===== config.mk =====
export PLATFORM = sky130hd
export DESIGN_NAME = swl1_exp
export DESIGN_NICKNAME = d
export VERILOG_FILES = /design/src/hw/rtl/sorted_word_count_l1_kernel_unit_assert.svh /design/src/hw/rtl/swl1_pkg.sv /design/src/hw/rtl/swl1_mul.sv /design/src/hw/rtl/swl1_exp.sv
export SDC_FILE = /design/constraint.sdc
export NUM_CORES = 2
export LEC_CHECK = 0
export BUFFER_PORTS_ARGS = -buffer_cell sky130_fd_sc_hd__buf_2
export CAP_MARGIN = 20
export CORE_MARGIN = 5
export CORE_UTILIZATION = 40
export DETAILED_ROUTE_END_ITERATION = 12
export PLACE_DENSITY = 0.63
export SLEW_MARGIN = 0
export SYNTH_ARGS = -nofsm -noshare
export SYNTH_HDL_FRONTEND = slang
export SYNTH_SLANG_ARGS = --single-unit

===== constraint.sdc =====
create_clock -name i_clk -period 10.2 [get_ports i_clk]
set_input_delay 0.51 -clock i_clk [delete_from_list [all_inputs] [get_ports i_clk]]
set_output_delay 0.51 -clock i_clk [all_outputs]
set_load 0.01 [all_outputs]

===== src/hw/rtl/sorted_word_count_l1_kernel_unit_assert.svh =====
// Assertion macros for the sorted word count L1 kernel unit.
// Taken in by `include in the RTL files that carry concurrent checks.
`ifndef SORTED_WORD_COUNT_L1_KERNEL_UNIT_ASSERT_SVH
`define SORTED_WORD_COUNT_L1_KERNEL_UNIT_ASSERT_SVH

// Consequent must hold in the same cycle as the antecedent
`define SWL1_ASSERT_NOW(lbl, clk, rst_n, ante, cons, msg) \
    lbl: assert property (@(posedge clk) disable iff (!rst_n) (ante) |-> (cons)) \
        else $error(msg);

// Consequent must hold in the cycle after the antecedent
`define SWL1_ASSERT_NEXT(lbl, clk, rst_n, ante, cons, msg) \
    lbl: assert property (@(posedge clk) disable iff (!rst_n) (ante) |=> (cons)) \
        else $error(msg);

`endif


===== src/hw/rtl/swl1_pkg.sv =====
// Package for the sorted word count L1 kernel unit: widths, constants,
// state types, status structs and the reciprocal table. No dependencies.
`default_nettype none

package swl1_pkg;

    // Defaults for the top level parameters
    localparam int MAX_LEN_DEF   = 256;
    localparam int WORD_BITS_DEF = 16;

    // Fixed field widths
    localparam int IN_WORD_W  = 16;
    localparam int DIST_OUT_W = 10;
    localparam int KERN_W     = 17;
    localparam int CFG_W      = 32;
    localparam int MUL_W      = 32;

    localparam logic [CFG_W-1:0]      RECIP_RESET = 32'h0100_0000;
    localparam logic [DIST_OUT_W-1:0] DIST_SAT    = 10'd1023;

    // Series arithmetic in Q31
    localparam logic [31:0]        Q31_ONE     = 32'h8000_0000;
    localparam logic signed [33:0] SUM_ONE     = 34'sh0_8000_0000;
    localparam logic [3:0]         SERIES_LAST = 4'd14;
    localparam logic [39:0]        EXP_N_LIMIT = 40'd24;
    localparam logic [31:0]        ROUND_HALF  = 32'h0000_4000;
    localparam logic [KERN_W-1:0]  KERN_ONE    = 17'h1_0000;

    // Merge walk sequencer
    typedef enum logic [2:0] {
        W_IDLE,
        W_PRIME,
        W_CMP,
        W_RUN_AE,
        W_RUN_BE,
        W_RUN_A,
        W_RUN_B,
        W_DONE
    } t_walk_state;

    // Kernel evaluation sequencer
    typedef enum logic [3:0] {
        E_IDLE,
        E_SCALE,
        E_SPLIT,
        E_SER_MF,
        E_SER_MR,
        E_SER_MK,
        E_SER_FIX,
        E_SER_END,
        E_POW_MUL,
        E_POW_ACC,
        E_HOLD
    } t_exp_state;

    typedef struct packed {
        logic busy;
        logic done;
        logic mismatch;
        logic overflow;
    } t_walk_status;

    typedef struct packed {
        logic busy;
        logic valid;
    } t_exp_status;

    // floor(2^32 / k) for k = 2..14; k = 1 never uses the table
    function automatic logic [31:0] recip_k(input logic [3:0] k);
        logic [31:0] r;
        case (k)
            4'd2:    r = 32'd2147483648;
            4'd3:    r = 32'd1431655765;
            4'd4:    r = 32'd1073741824;
            4'd5:    r = 32'd858993459;
            4'd6:    r = 32'd715827882;
            4'd7:    r = 32'd613566756;
            4'd8:    r = 32'd536870912;
            4'd9:    r = 32'd477218588;
            4'd10:   r = 32'd429496729;
            4'd11:   r = 32'd390451572;
            4'd12:   r = 32'd357913941;
            4'd13:   r = 32'd330382099;
            4'd14:   r = 32'd306783378;
            default: r = 32'd0;
        endcase
        return r;
    endfunction

endpackage

`default_nettype wire


===== src/hw/rtl/swl1_mul.sv =====
// Shared 32x32 unsigned multiplier with registered product.
// Depends on swl1_pkg for the operand width.
`default_nettype none

module swl1_mul (
    input  logic                             i_clk,
    input  logic [swl1_pkg::MUL_W-1:0]       i_a,
    input  logic [swl1_pkg::MUL_W-1:0]       i_b,
    output logic [2*swl1_pkg::MUL_W-1:0]     o_prod
);

    logic [2*swl1_pkg::MUL_W-1:0] r_prod;

    // One product per cycle, no enable: the sequencer reads it in the following cycle
    always_ff @(posedge i_clk) begin
        r_prod <= (2*swl1_pkg::MUL_W)'(i_a) * (2*swl1_pkg::MUL_W)'(i_b);
    end

    assign o_prod = r_prod;

endmodule

`default_nettype wire


===== src/hw/rtl/swl1_exp.sv =====
// Kernel evaluation exp(-d * recip_width) on one shared multiplier.
// Depends on swl1_pkg and instantiates swl1_mul.
`default_nettype none

module swl1_exp #(
    parameter int DIST_W = $clog2(swl1_pkg::MAX_LEN_DEF + 1) + 1
) (
    input  logic                           i_clk,
    input  logic                           i_rst_n,
    input  logic                           i_start,
    input  logic [DIST_W-1:0]              i_dist,
    input  logic [swl1_pkg::CFG_W-1:0]     i_recip,
    input  logic                           i_res_ready,
    output swl1_pkg::t_exp_status          o_status,
    output logic [swl1_pkg::KERN_W-1:0]    o_kernel
);

    localparam int MW = swl1_pkg::MUL_W;

    swl1_pkg::t_exp_state r_state, n_state;

    logic [MW-1:0]        w_op_a, w_op_b;
    logic [2*MW-1:0]      w_prod;

    logic [31:0]          r_term, n_term, r_e1, n_e1, r_r, n_r, r_p, n_p, r_q0, n_q0;
    logic signed [33:0]   r_sum, n_sum;
    logic [3:0]           r_k, n_k;
    logic                 r_pass, n_pass;
    logic [30:0]          r_f31, n_f31;
    logic [4:0]           r_n, n_n, r_cnt, n_cnt;

    logic [31:0]          w_p, w_f_op, w_rem, w_q, w_clamp, w_round;
    logic                 w_big;

    // Product fields used across the phases
    assign w_p     = w_prod[62:31];
    assign w_f_op  = r_pass ? {1'b0, r_f31} : swl1_pkg::Q31_ONE;
    assign w_rem   = r_p - w_prod[31:0];
    assign w_q     = r_q0 + ((w_rem >= 32'(r_k)) ? 32'd1 : 32'd0);
    assign w_big   = w_prod[63:24] >= swl1_pkg::EXP_N_LIMIT;
    assign w_clamp = r_sum[33] ? 32'd0 :
                     (r_sum > swl1_pkg::SUM_ONE) ? swl1_pkg::Q31_ONE : r_sum[31:0];
    assign w_round = r_r + swl1_pkg::ROUND_HALF;

    swl1_mul u_mul (
        .i_clk  (i_clk),
        .i_a    (w_op_a),
        .i_b    (w_op_b),
        .o_prod (w_prod)
    );

    // Next state
    always_comb begin
        n_state = r_state;
        case (r_state)
            swl1_pkg::E_IDLE:    if (i_start) n_state = swl1_pkg::E_SCALE;
            swl1_pkg::E_SCALE:   n_state = swl1_pkg::E_SPLIT;
            swl1_pkg::E_SPLIT:   n_state = w_big ? swl1_pkg::E_HOLD : swl1_pkg::E_SER_MF;
            swl1_pkg::E_SER_MF:  n_state = swl1_pkg::E_SER_MR;
            swl1_pkg::E_SER_MR:  n_state = (r_k == 4'd1) ? swl1_pkg::E_SER_MF
                                                         : swl1_pkg::E_SER_MK;
            swl1_pkg::E_SER_MK:  n_state = swl1_pkg::E_SER_FIX;
            swl1_pkg::E_SER_FIX: n_state = (r_k == swl1_pkg::SERIES_LAST)
                                           ? swl1_pkg::E_SER_END : swl1_pkg::E_SER_MF;
            swl1_pkg::E_SER_END: begin
                if (!r_pass)          n_state = swl1_pkg::E_SER_MF;
                else if (r_n == '0)   n_state = swl1_pkg::E_HOLD;
                else                  n_state = swl1_pkg::E_POW_MUL;
            end
            swl1_pkg::E_POW_MUL: n_state = swl1_pkg::E_POW_ACC;
            swl1_pkg::E_POW_ACC: n_state = (r_cnt + 5'd1 == r_n) ? swl1_pkg::E_HOLD
                                                                 : swl1_pkg::E_POW_MUL;
            swl1_pkg::E_HOLD:    if (i_res_ready) n_state = swl1_pkg::E_IDLE;
            default:             n_state = swl1_pkg::E_IDLE;
        endcase
    end

    // Outputs: multiplier operands and status
    always_comb begin
        w_op_a = '0;
        w_op_b = '0;
        case (r_state)
            swl1_pkg::E_SCALE: begin
                w_op_a = MW'(i_dist);
                w_op_b = i_recip;
            end
            swl1_pkg::E_SER_MF: begin
                w_op_a = r_term;
                w_op_b = w_f_op;
            end
            swl1_pkg::E_SER_MR: begin
                w_op_a = w_p;
                w_op_b = swl1_pkg::recip_k(r_k);
            end
            swl1_pkg::E_SER_MK: begin
                w_op_a = w_prod[63:32];
                w_op_b = MW'(r_k);
            end
            swl1_pkg::E_POW_MUL: begin
                w_op_a = r_r;
                w_op_b = r_e1;
            end
            default: ;
        endcase
        o_status.busy  = r_state != swl1_pkg::E_IDLE;
        o_status.valid = r_state == swl1_pkg::E_HOLD;
        o_kernel       = w_round[31:15];
    end

    // Datapath: series terms, running sum, power loop
    always_comb begin
        n_term = r_term;
        n_sum  = r_sum;
        n_k    = r_k;
        n_pass = r_pass;
        n_f31  = r_f31;
        n_n    = r_n;
        n_cnt  = r_cnt;
        n_e1   = r_e1;
        n_r    = r_r;
        n_p    = r_p;
        n_q0   = r_q0;
        case (r_state)
            swl1_pkg::E_SPLIT: begin
                if (w_big) begin
                    n_r = '0;
                end else begin
                    // integer part and fraction of x; e^-1 is evaluated first
                    n_n    = w_prod[28:24];
                    n_f31  = {w_prod[23:0], 7'd0};
                    n_pass = 1'b0;
                    n_term = swl1_pkg::Q31_ONE;
                    n_sum  = swl1_pkg::SUM_ONE;
                    n_k    = 4'd1;
                end
            end
            swl1_pkg::E_SER_MR: begin
                n_p = w_p;
                if (r_k == 4'd1) begin
                    n_term = w_p;
                    n_sum  = r_sum - $signed({2'b00, w_p});
                    n_k    = 4'd2;
                end
            end
            swl1_pkg::E_SER_MK: n_q0 = w_prod[63:32];
            swl1_pkg::E_SER_FIX: begin
                n_term = w_q;
                n_sum  = r_k[0] ? r_sum - $signed({2'b00, w_q})
                                : r_sum + $signed({2'b00, w_q});
                n_k    = r_k + 4'd1;
            end
            swl1_pkg::E_SER_END: begin
                if (!r_pass) begin
                    n_e1   = w_clamp;
                    n_pass = 1'b1;
                    n_term = swl1_pkg::Q31_ONE;
                    n_sum  = swl1_pkg::SUM_ONE;
                    n_k    = 4'd1;
                end else begin
                    n_r   = w_clamp;
                    n_cnt = '0;
                end
            end
            swl1_pkg::E_POW_ACC: begin
                n_r   = w_p;
                n_cnt = r_cnt + 5'd1;
            end
            default: ;
        endcase
    end

    always_ff @(posedge i_clk) begin
        if (!i_rst_n) r_state <= swl1_pkg::E_IDLE;
        else          r_state <= n_state;
    end

    always_ff @(posedge i_clk) begin
        r_term <= n_term;
        r_sum  <= n_sum;
        r_k    <= n_k;
        r_pass <= n_pass;
        r_f31  <= n_f31;
        r_n    <= n_n;
        r_cnt  <= n_cnt;
        r_e1   <= n_e1;
        r_r    <= n_r;
        r_p    <= n_p;
        r_q0   <= n_q0;
    end

endmodule

`default_nettype wire


==> reports/metrics.cfg <==
[routing]
vias=41933
drt_iter0_drc=4500
wl_per_cell_um=24.5
viasPerCell=5.63
dr.pass1.iters=8
drc_errors=0
routed_wirelength_um=182000
antenna_left=0

[worst_setup_path]
reg2reg_from=r_state[0]$_SDFFE_PN0P_
startpoint_type=flop
reg2reg_to=u_mul.o_prod[60]$_DFF_P_
crit_arrival_ns=10.34
worstPathRequired_ns=10.62
ff2ff_path_depth=36
cp_top_family=adder cells
endpoint_kind=flop
worst_path_max_delay_cell=fa_1
path_depth=36
crit_buf_inv=12
cpPeakStageDelay_ns=0.56
crit_fanout=14
endpoint=u_mul.o_prod[60]$_DFF_P_
path_class=flop to flop
crit_top_cell=fa_1
r2r_slack_ns=0.28
critPathLaunch=r_state[0]$_SDFFE_PN0P_

[place]
dpl.hpwl_um=147000
portBuffers=64
globalplace.congestion=1.02

[logic_synthesis]
synthArstFlopShare=0
yosysUniqueCellTypes=84
synth_mux_area_frac=0.00404
synth_simple_gate_area_frac=0.157
synth.area.top_cells=fa_1, edfxtp_1, ha_1
synth_top_family_by_area=adder cells
syn_area_um2=50800
synth_seq_cells=322
synth_seq_area_share=0.173
yosysWarnings=0
synth-xor-area-share=0.0322
synthAdderAreaFrac=0.440
ys.flop_type=edfxtp_1
synth_edf_count=233
netlist_instances=5713
synthesis.nets=7005
synth_compound_area_frac=0.0904
synth_top_cell_by_area=fa_1
synth_top_cell_area_share=0.354
syn_area_per_cell_um2=8.89

[sta]
finClkSkew_ns=0.0138
max_slew_margin=0.239
tns_ns=0
slew_viol_final=0
fmax_ghz=0.101
tightest_slew_ns=1.14
rsz0062_at_grt=no
min_period_ns=9.92
setup_violations=0
period_share=0.973
finalHoldViolCount=0

[floorplan]
die_area_um2=134000
die_w_um=366
core_area_um2=126000
initial_core_util=0.403
dieHeight_um=366
ioPinCount=65
rows=130

[pwr]
power_uw=11200
peakVddDrop_mv=0.126
power.density_nw_per_um2=202
p_leak_uw=0.0248

[global_route]
antenna_found_initial=9
grt_pass1_wl_um=273000
grt_pass1_vias=42782
grt_usage=0.268
overflow=0
grt_max_degree=71

[clocking]
clk_pin_slew_ns=0.06
clock-sinks=322
ctsHoldBuffers=0
cts_max_level=2
cts_tree=done
clkLatencyLatePin_ns=0.54
cts_root_buf=clkbuf_16
cts_buffers=35
ctsLongestPathBuffers=3

[final_layout]
final_common_cell=inv_1
layout-drive-gt1-share=0.0702
mostFrequentLayoutCells=inv_1, nand2_1, fa_1, ha_1, nor2_1
area_growth_syn_to_layout_pct=9.61
nets=7060

[job]
maxCapViolCount=0

[run_status]
status=complete, no violations

[hold_path]
hold_path.class=primary input to flop

==> logic make-up (layout without fill, tap and decap cells) <==
family,count (synthesis),after routing
other,0,3
AO/OA/AOI/OAI,701,701
AND/OR/NAND/NOR,1844,1845
XOR/XNOR,186,186
flip-flops,322,322
buffers and inverters,1394,1474
multiplexers,20,20
adder cells (fa/ha/maj),1246,1246
==> what timing repair did <==
action,4_1_cts,5_1_grt
hold endpoints to repair,0,0
setup endpoints to repair,0,20
resized for setup,0,11
setup buffers,0,17
==> registers in the layout, indices dropped and copies added, names as in the netlist, named ones only <==
signal        cells
r_cnt             5
r_e1             32
r_f31            24
r_k               4
r_n               5
r_p              32
r_pass            1
r_q0             32
r_r              32
r_state           4
r_sum            34
r_term           32
u_mul.o_prod     64
==> synth_stat cells, types with 44 or more instances <==
cell type,number
a21o_1,51
a21oi_1,236
a22oi_1,44
and2_1,64
and3_1,56
clkbuf_1,245
dfxtp_1,89
edfxtp_1,233
fa_1,898
ha_1,348
inv_1,1124
nand2_1,1044
nand3_1,92
nand4_1,51
nor2_1,349
nor3_1,53
o21ai_0,104
xnor2_1,94
xor2_1,91
==> worst min-delay path by stage <==
stage          slack, ns                       to  depth (start not counted)                    start
4_1_cts             0.24  r_state[2]$_SDFFE_PN0P_                          2                  i_rst_n
6_report            0.25  r_state[2]$_SDFFE_PN0P_                          2                  i_rst_n
3_3_place_gp        0.42      r_f31[16]$_DFFE_PP_                          0  u_mul.o_prod[9]$_DFF_P_
2_1_floorplan       0.41      r_f31[10]$_DFFE_PP_                          0  u_mul.o_prod[3]$_DFF_P_
3_5_place_dp        0.43      r_f31[10]$_DFFE_PP_                          0  u_mul.o_prod[3]$_DFF_P_
5_1_grt             0.26  r_state[2]$_SDFFE_PN0P_                          2                  i_rst_n
==> worst reg2reg max path: cells and delay by family, from the launching register on <==
family,cells,cell delay [ns]
AO/OA/AOI/OAI,6,1.25
buffers and inverters,12,1.43
AND/OR/NAND/NOR,9,2.32
adder cells (fa/ha/maj),9,4.47
flip-flops,1,0.34
==> metal layers <==
| layer | GRT usage | vias up | wire, um |
|---|---|---|---|
| met1 | 0.359 | 21132 | 72300 |
| met3 | 0.0644 | 505 | 19500 |
| met2 | 0.417 | 2226 | 79600 |
| li1 | - | 18066 | - |
| met5 | 0 | - | 28 |
| met4 | 0.116 | 4 | 10700 |
==> cell type report <==
| cell class | instances | area (um2) |
|---|---|---|
| well taps | 1650 | 2060 |
| multi-input cells | 3998 | 36900 |
| diodes | 3 | 7.51 |
| clock inverters | 18 | 255 |
| fillers | 12365 | 70200 |
| clock buffers | 45 | 966 |
| flip-flops and latches | 322 | 8780 |
| inverters | 1124 | 4220 |
| repair buffers | 287 | 2460 |
==> per-stage QoR <==
stage / area (um2) / worst slack (ns) / hold slack [ns] / cells / util
after global placement: 54200 / 0.119 / 0.420 / 7362 / 0.431
after floorplan: 50800 / 0.642 / 0.408 / 5713 / -
after global routing: 55700 / 0.00658 / 0.258 / 7444 / 0.442
after detailed placement: 54200 / 0.0609 / 0.428 / 7362 / 0.431
after CTS: 55400 / 0.0447 / 0.245 / 7425 / 0.440
final: 55700 / 0.278 / 0.246 / 7447 / 0.442
==> power by group <==
group          internal (uW)  total (uW)  leakage (uW)  switching [uW]
Clock                    806        1380      0.000594             576
Combinational           2600        7860        0.0213            5270
Sequential              1710        1980       0.00289             265
Note: power is estimated with default switching activity, not from simulation.
